File: config.mk
export PLATFORM = sky130hd
export DESIGN_NAME = kgi_ctrl
export DESIGN_NICKNAME = d
export VERILOG_FILES = /design/src/rtl/kgi_pkg.sv /design/src/rtl/kgi_ctrl.sv
export SDC_FILE = /design/constraint.sdc
export NUM_CORES = 1
export LEC_CHECK = 0
export BUFFER_PORTS_ARGS = -buffer_cell sky130_fd_sc_hd__buf_4
export CAP_MARGIN = 20
export CORE_ASPECT_RATIO = 1.4
export CORE_MARGIN = 2
export CORE_UTILIZATION = 44
export CTS_CLUSTER_SIZE = 8
export DETAILED_ROUTE_END_ITERATION = 16
export HOLD_SLACK_MARGIN = 0.1
export MAX_ROUTING_LAYER = met4
export PLACE_DENSITY = 0.76
export SETUP_SLACK_MARGIN = 0.2
export SYNTH_ARGS = -nofsm -noshare
export SYNTH_HDL_FRONTEND = slang
export SYNTH_SLANG_ARGS = --single-unit
File: constraint.sdc
create_clock -name i_clk -period 1.95 [get_ports i_clk]
set_input_delay 0.585 -clock i_clk [delete_from_list [all_inputs] [get_ports i_clk]]
set_output_delay 0.585 -clock i_clk [all_outputs]
set_load 0.02 [all_outputs]
File: src/rtl/kgi_pkg.sv
// Shared constants, record layout and controller/datapath command types.
package kgi_pkg;

    localparam int MAX_KEYS  = 16;
    localparam int KEY_AW    = $clog2(MAX_KEYS);
    localparam int CNT_W     = $clog2(MAX_KEYS + 1);
    localparam int TIME_W    = 17;
    localparam int VAL_W     = 32;
    localparam int IDX_W     = 4;
    localparam int FRAC_W    = 17;
    localparam int DIV_STEPS = 17;
    localparam int DCNT_W    = $clog2(DIV_STEPS);
    localparam int SQ_W      = 2 * FRAC_W;
    localparam int COEF_W    = FRAC_W + 1;
    localparam int NUM_W     = SQ_W + COEF_W;
    localparam int DIFF_W    = VAL_W + 1;
    localparam int PROD_W    = DIFF_W + COEF_W;
    localparam int SUM_W     = VAL_W + 4;

    localparam logic [TIME_W-1:0] ONE_Q16   = TIME_W'(65536);
    localparam logic [COEF_W-1:0] SMOOTH_3  = COEF_W'(196608);
    localparam logic [NUM_W-1:0]  NUM_HALF  = NUM_W'(64'h8000_0000);
    localparam logic [CNT_W-1:0]  CNT_RESET = CNT_W'(2);

    typedef enum logic [1:0] {
        K_RESET = 2'd0,
        K_ADD   = 2'd1,
        K_EVAL  = 2'd2,
        K_NONE  = 2'd3
    } t_kind;

    typedef struct packed {
        logic [TIME_W-1:0]       tm;
        logic signed [VAL_W-1:0] vx;
        logic signed [VAL_W-1:0] vy;
        logic signed [VAL_W-1:0] vz;
    } t_rec;

    localparam int REC_W = $bits(t_rec);

    typedef enum logic [2:0] {
        WS_LEFT, WS_RIGHT, WS_KEY0, WS_LAST, WS_INS, WS_MOVE
    } t_wsel;

    typedef enum logic [1:0] {
        RS_ZERO, RS_LAST, RS_IDX, RS_POSM1
    } t_rsel;

    typedef enum logic [2:0] {
        RES_ZERO, RES_IDX, RES_FULL, RES_END, RES_BLEND
    } t_res;

    typedef struct packed {
        logic       cap_item;
        logic       zero_vals;
        logic       ram_we;
        t_wsel      wsel;
        logic       ram_re;
        t_rsel      rsel;
        logic       cnt_two;
        logic       cnt_inc;
        logic       pos_load;
        logic       pos_dec;
        logic       idx_clr;
        logic       idx_inc;
        logic       shift_rec;
        logic       div_start;
        logic       div_step;
        logic       sq_step;
        logic       cub_step;
        logic       w_step;
        logic       bl_mul;
        logic       bl_acc;
        logic [1:0] ch;
        logic       load_out;
        t_res       res;
    } t_cmd;

    typedef struct packed {
        t_kind kind;
        logic  t_zero;
        logic  t_ge_one;
        logic  full;
        logic  scan_more;
        logic  move_more;
        logic  div_last;
    } t_stat;

endpackage

File: src/rtl/kgi_ctrl.sv
// Sequencer for table init, key insert, bracket scan, divide and blend.
module kgi_ctrl import kgi_pkg::*; (
    input  logic  i_clk,
    input  logic  i_rst_n,
    input  logic  i_in_valid,
    output logic  o_in_ready,
    output logic  o_out_valid,
    input  logic  i_out_ready,
    input  t_stat i_stat,
    output t_cmd  o_cmd
);
    typedef enum logic [4:0] {
        S_INIT0, S_INIT1, S_IDLE, S_DISP, S_RST1, S_ERD, S_IRD, S_ICHK,
        S_SRD, S_SCHK, S_DIVI, S_DIV, S_SQ, S_CUB, S_W, S_BMUL, S_BACC, S_DONE
    } t_state;

    t_state     r_state, n_state;
    t_res       r_res, n_res;
    logic [1:0] r_ch, n_ch;
    logic       r_out_valid, n_out_valid;
    t_cmd       cmd;

    always_comb begin
        n_state     = r_state;
        n_res       = r_res;
        n_ch        = r_ch;
        n_out_valid = r_out_valid && !i_out_ready;
        cmd         = '0;
        cmd.ch      = r_ch;
        cmd.res     = r_res;
        case (r_state)
            S_INIT0: begin
                cmd.ram_we    = 1'b1;
                cmd.wsel      = WS_LEFT;
                cmd.zero_vals = 1'b1;
                cmd.cnt_two   = 1'b1;
                n_state       = S_INIT1;
            end
            S_INIT1: begin
                cmd.ram_we    = 1'b1;
                cmd.wsel      = WS_RIGHT;
                cmd.zero_vals = 1'b1;
                n_state       = S_IDLE;
            end
            S_IDLE: begin
                if (i_in_valid) begin
                    cmd.cap_item = 1'b1;
                    n_state      = S_DISP;
                end
            end
            S_DISP: begin
                case (i_stat.kind)
                    K_RESET: begin
                        cmd.ram_we  = 1'b1;
                        cmd.wsel    = WS_LEFT;
                        cmd.cnt_two = 1'b1;
                        n_res       = RES_ZERO;
                        n_state     = S_RST1;
                    end
                    K_ADD: begin
                        n_res = RES_IDX;
                        if (i_stat.full) begin
                            n_res   = RES_FULL;
                            n_state = S_DONE;
                        end else if (i_stat.t_zero) begin
                            cmd.ram_we = 1'b1;
                            cmd.wsel   = WS_KEY0;
                            n_state    = S_DONE;
                        end else if (i_stat.t_ge_one) begin
                            cmd.ram_we = 1'b1;
                            cmd.wsel   = WS_LAST;
                            n_state    = S_DONE;
                        end else begin
                            cmd.pos_load = 1'b1;
                            n_state      = S_IRD;
                        end
                    end
                    K_EVAL: begin
                        if (i_stat.t_zero || i_stat.t_ge_one) begin
                            cmd.ram_re = 1'b1;
                            cmd.rsel   = i_stat.t_zero ? RS_ZERO : RS_LAST;
                            n_res      = RES_END;
                            n_state    = S_ERD;
                        end else begin
                            cmd.idx_clr = 1'b1;
                            n_state     = S_SRD;
                        end
                    end
                    default: begin
                        n_res   = RES_ZERO;
                        n_state = S_DONE;
                    end
                endcase
            end
            S_RST1: begin
                cmd.ram_we = 1'b1;
                cmd.wsel   = WS_RIGHT;
                n_state    = S_DONE;
            end
            S_ERD: begin
                cmd.shift_rec = 1'b1;
                n_state       = S_DONE;
            end
            S_IRD: begin
                cmd.ram_re = 1'b1;
                cmd.rsel   = RS_POSM1;
                n_state    = S_ICHK;
            end
            S_ICHK: begin
                cmd.ram_we = 1'b1;
                if (i_stat.move_more) begin
                    cmd.wsel    = WS_MOVE;
                    cmd.pos_dec = 1'b1;
                    n_state     = S_IRD;
                end else begin
                    cmd.wsel    = WS_INS;
                    cmd.cnt_inc = 1'b1;
                    n_state     = S_DONE;
                end
            end
            S_SRD: begin
                cmd.ram_re = 1'b1;
                cmd.rsel   = RS_IDX;
                n_state    = S_SCHK;
            end
            S_SCHK: begin
                cmd.shift_rec = 1'b1;
                if (i_stat.scan_more) begin
                    cmd.idx_inc = 1'b1;
                    n_state     = S_SRD;
                end else begin
                    n_state = S_DIVI;
                end
            end
            S_DIVI: begin
                cmd.div_start = 1'b1;
                n_state       = S_DIV;
            end
            S_DIV: begin
                cmd.div_step = 1'b1;
                if (i_stat.div_last) begin
                    n_state = S_SQ;
                end
            end
            S_SQ: begin
                cmd.sq_step = 1'b1;
                n_state     = S_CUB;
            end
            S_CUB: begin
                cmd.cub_step = 1'b1;
                n_state      = S_W;
            end
            S_W: begin
                cmd.w_step = 1'b1;
                n_ch       = 2'd0;
                n_state    = S_BMUL;
            end
            S_BMUL: begin
                cmd.bl_mul = 1'b1;
                n_state    = S_BACC;
            end
            S_BACC: begin
                cmd.bl_acc = 1'b1;
                if (r_ch == 2'd2) begin
                    n_res   = RES_BLEND;
                    n_state = S_DONE;
                end else begin
                    n_ch    = r_ch + 2'd1;
                    n_state = S_BMUL;
                end
            end
            S_DONE: begin
                if (!r_out_valid || i_out_ready) begin
                    cmd.load_out = 1'b1;
                    n_out_valid  = 1'b1;
                    n_state      = S_IDLE;
                end
            end
            default: begin
                n_state = S_INIT0;
            end
        endcase
    end

    always_ff @(posedge i_clk) begin
        if (!i_rst_n) begin
            r_state     <= S_INIT0;
            r_res       <= RES_ZERO;
            r_ch        <= 2'd0;
            r_out_valid <= 1'b0;
        end else begin
            r_state     <= n_state;
            r_res       <= n_res;
            r_ch        <= n_ch;
            r_out_valid <= n_out_valid;
        end
    end

    assign o_in_ready  = (r_state == S_IDLE);
    assign o_out_valid = r_out_valid;
    assign o_cmd       = cmd;
endmodule

==> results.py <==
metrics = {
    "run_status": {
        "outcome": "finished with violations",
        "violations": "setup timing",
    },
    "placement": {
        "dpl_cell_area_mm2": 0.00171,
        "post-place-ws_ns": -0.149,
        "gp_congestion": 0.836,
        "dp.cells": 241,
        "hpwlAfterDp_mm": 2.79,
        "port_buffers": 42,
    },
    "synthesis": {
        "synth-async-reset-ratio_pct": 0,
        "syn_nets": 175,
        "ys_ff_latch": 11,
        "syn_area_mm2": 0.00110,
        "synth-seq-area-share_pct": 19.9,
        "ys_types": 47,
        "synthCells": 158,
        "synth.avg_cell_area_um2": 6.99,
        "synth_edf_count": 0,
        "synthFlopType": "dfxtp_1",
        "synth_warnings": 0,
    },
    "routing": {
        "drtPass1Iterations": 5,
        "wl_per_cell_um": 22.2,
        "drtAntennaViolNets": 0,
        "wirelength_mm": 5.92,
        "drc_errors": 0,
        "viasPerCell": 6.17,
        "drt_iter0_markers": 92,
        "dr_total_vias": 1647,
    },
    "timing": {
        "fin_hold_ws_ns": 0.500,
        "period_needed_ns": 2.33,
        "max_slew_margin_pct": 66.5,
        "final_max_slew_viol_count": 0,
        "rsz0062_at_grt": "true",
        "timing.setup.tns_ns": -4.12,
        "tightest_slew_ns": 0.502,
        "fmax_mhz": 430,
        "finalClockSkew_ns": 0.0155,
        "timing.final.hold_violations": 0,
        "fin_ws_ns": -0.378,
        "period_share_pct": 119,
        "setup_violations": 26,
    },
    "pwr": {
        "pwr_density_cell_mw_per_mm2": 825,
        "ir_worst_vdd_v": 0.000594,
        "p_leak_nw": 0.945,
        "p_total_mw": 1.86,
    },
    "cells_and_area": {
        "areaGrowthSynthToFinish_pct": 104,
        "diodes": 0,
        "layout-drive-gt1-share_pct": 66.5,
        "fill_cells": 70,
        "nNetsFinal": 251,
        "finish.instance_area_mm2": 0.00226,
        "stdcell_count": 267,
        "fin_util_pct": 94.5,
        "layout_commonest_cell": "buf_4",
        "regArea_um2": 236,
        "multi_input_area_mm2": 0.00116,
        "final_cell_mix": "buf_4 (55), buf_6 (28), nor2_4 (12)",
    },
    "clocking": {
        "clkTransAtPathRegs_ns": 0.09,
        "clk_latency_ns": 0.30,
        "postCtsHoldBufs": 0,
        "numCtsBuffers": 3,
        "clockBufferDepth": 2,
        "cts_tree": "yes",
        "cts.sinks": 11,
        "root_buffer": "clkbuf_4",
        "cts_max_level": 1,
    },
    "floorplan": {
        "core_mm2": 0.00239,
        "rows": 21,
        "start_util_pct": 46.2,
        "die_y_um": 63.3,
        "die_w_um": 46.4,
        "dieArea_mm2": 0.00293,
        "pin_count": 43,
    },
    "worst_setup_path": {
        "critPathArrivalTime_ns": 1.74,
        "critical-path-top-delay-family": "compound AO/OA/AOI/OAI gates",
        "critPathKind": "reg -> out",
        "end_kind": "primary output",
        "crit_chain": "buf_4, nand3b_1, a211oi_4, a31oi_2, inv_2, buf_6",
        "cp-start-kind": "register",
        "slowest_delay_ns": 0.40,
        "slowest_stage": "dfxtp_4",
        "path_buf_inv": 3,
        "r2r_slack_ns": 0,
        "critical_path_required_ns": 1.36,
        "worst-path-max-fanout": 11,
    },
    "grt": {
        "grt_pass1_wl_mm": 6.67,
        "grt_antenna_before_repair": 0,
        "grt_max_degree": 23,
        "overflow": 0,
        "grt_pass1_vias": 1508,
        "grt_usage_pct": 31.3,
    },
    "job": {
        "max_cap_viol_count": 0,
    },
    "worst_hold_path": {
        "holdCritPathClass": "reg -> reg",
    },
}
## sequential cells by signal, summed over array words and instances, names as in the netlist
signal       count
r_state          5
r_res            3
r_ch             2
o_out_valid      1
## report_power, final
group	internal [mW]	total [mW]	switching, mW	leakage [nW]
sequential	0.261	0.314	0.0531	0.0925
combinational	0.635	1.37	0.736	0.838
clock	0.0798	0.178	0.0977	0.0150
total	0.976	1.86	0.887	0.945
## cell usage after synthesis (all sizes together) (2+ instances only)
| master | count | share of area [%] |
|---|---|---|
| a21boi | 4 | 2.7 |
| a21o | 2 | 1.4 |
| a21oi | 10 | 4.9 |
| a31oi | 2 | 1.1 |
| and2 | 2 | 1.1 |
| buf | 6 | 4.0 |
| clkbuf | 8 | 2.7 |
| dfxtp | 11 | 20 |
| ha | 5 | 5.7 |
| inv | 7 | 2.4 |
| nand2 | 13 | 4.4 |
| nand2b | 9 | 5.1 |
| nand3 | 2 | 0.91 |
| nand3b | 4 | 2.7 |
| nor2 | 23 | 8.0 |
| nor2b | 7 | 4.0 |
| nor3 | 6 | 2.7 |
| nor3b | 2 | 2.4 |
| nor4 | 3 | 1.7 |
| o211ai | 2 | 1.4 |
| o21ai | 5 | 2.3 |
| o22ai | 2 | 1.1 |
| o311a | 2 | 1.8 |
| o311ai | 2 | 1.6 |
| o31a | 2 | 1.6 |
| or2 | 3 | 1.7 |
| or3 | 2 | 1.1 |
| or3b | 2 | 1.6 |
## logic make-up (layout without fill, tap and decap cells)
kind of cell	Yosys count	count (layout)	synth area share (%)
buffers and inverters	21	96	9.06
DFF	11	11	19.9
adders and majority gates	5	5	5.66
muxes	1	1	0.906
and+or+nand+nor	82	82	40.9
AOI/OAI and AO/OA	38	38	23.6
## timing repair
action	4_1_cts	5_1_grt
gates resized for setup	57	36
buffers inserted	13	9
pin swaps	13	17
setup endpoints to repair	31	35
## per-layer routing
layer	wire, um	up-vias	global-route usage (%)	part of all wire [%]
li1	-	704	-	-
met1	1980	773	30.9	33
met2	3010	122	55.2	51
met3	408	48	5.16	6.9
met4	530	0	15.7	8.9
met5	0	-	-	0
## cell type report
cell class / count / share of cell area, %
Clock buffer: 4 / 1.16
Sequential cell: 11 / 10.5
Timing Repair Buffer: 85 / 33.8
Tap cell: 34 / 1.88
Multi-Input combinational cell: 126 / 51.2
Inverter: 7 / 1.50
## worst register-to-register path: stages, from the launching register on
cell and delay [ns]:
dfxtp_4 0.38, buf_6 0.11, or4b_4 0.49, buf_6 0.16
nor3b_4 0.21, a21oi_2 0.07, or3_1 0.32, a21boi_1 0.16
## final timing paths
| check | end | startpoint | cells past startpoint |
|---|---|---|---|
| setup / recovery | o_cmd[22] | r_state[1] | 6 |
| hold / removal | r_res[1] | r_res[1] | 2 |
| setup reg to reg | r_res[0] | r_state[4] | 7 |
| hold reg to reg | r_res[1] | r_res[1] | 2 |
Power figures use the tool's default switching activity.
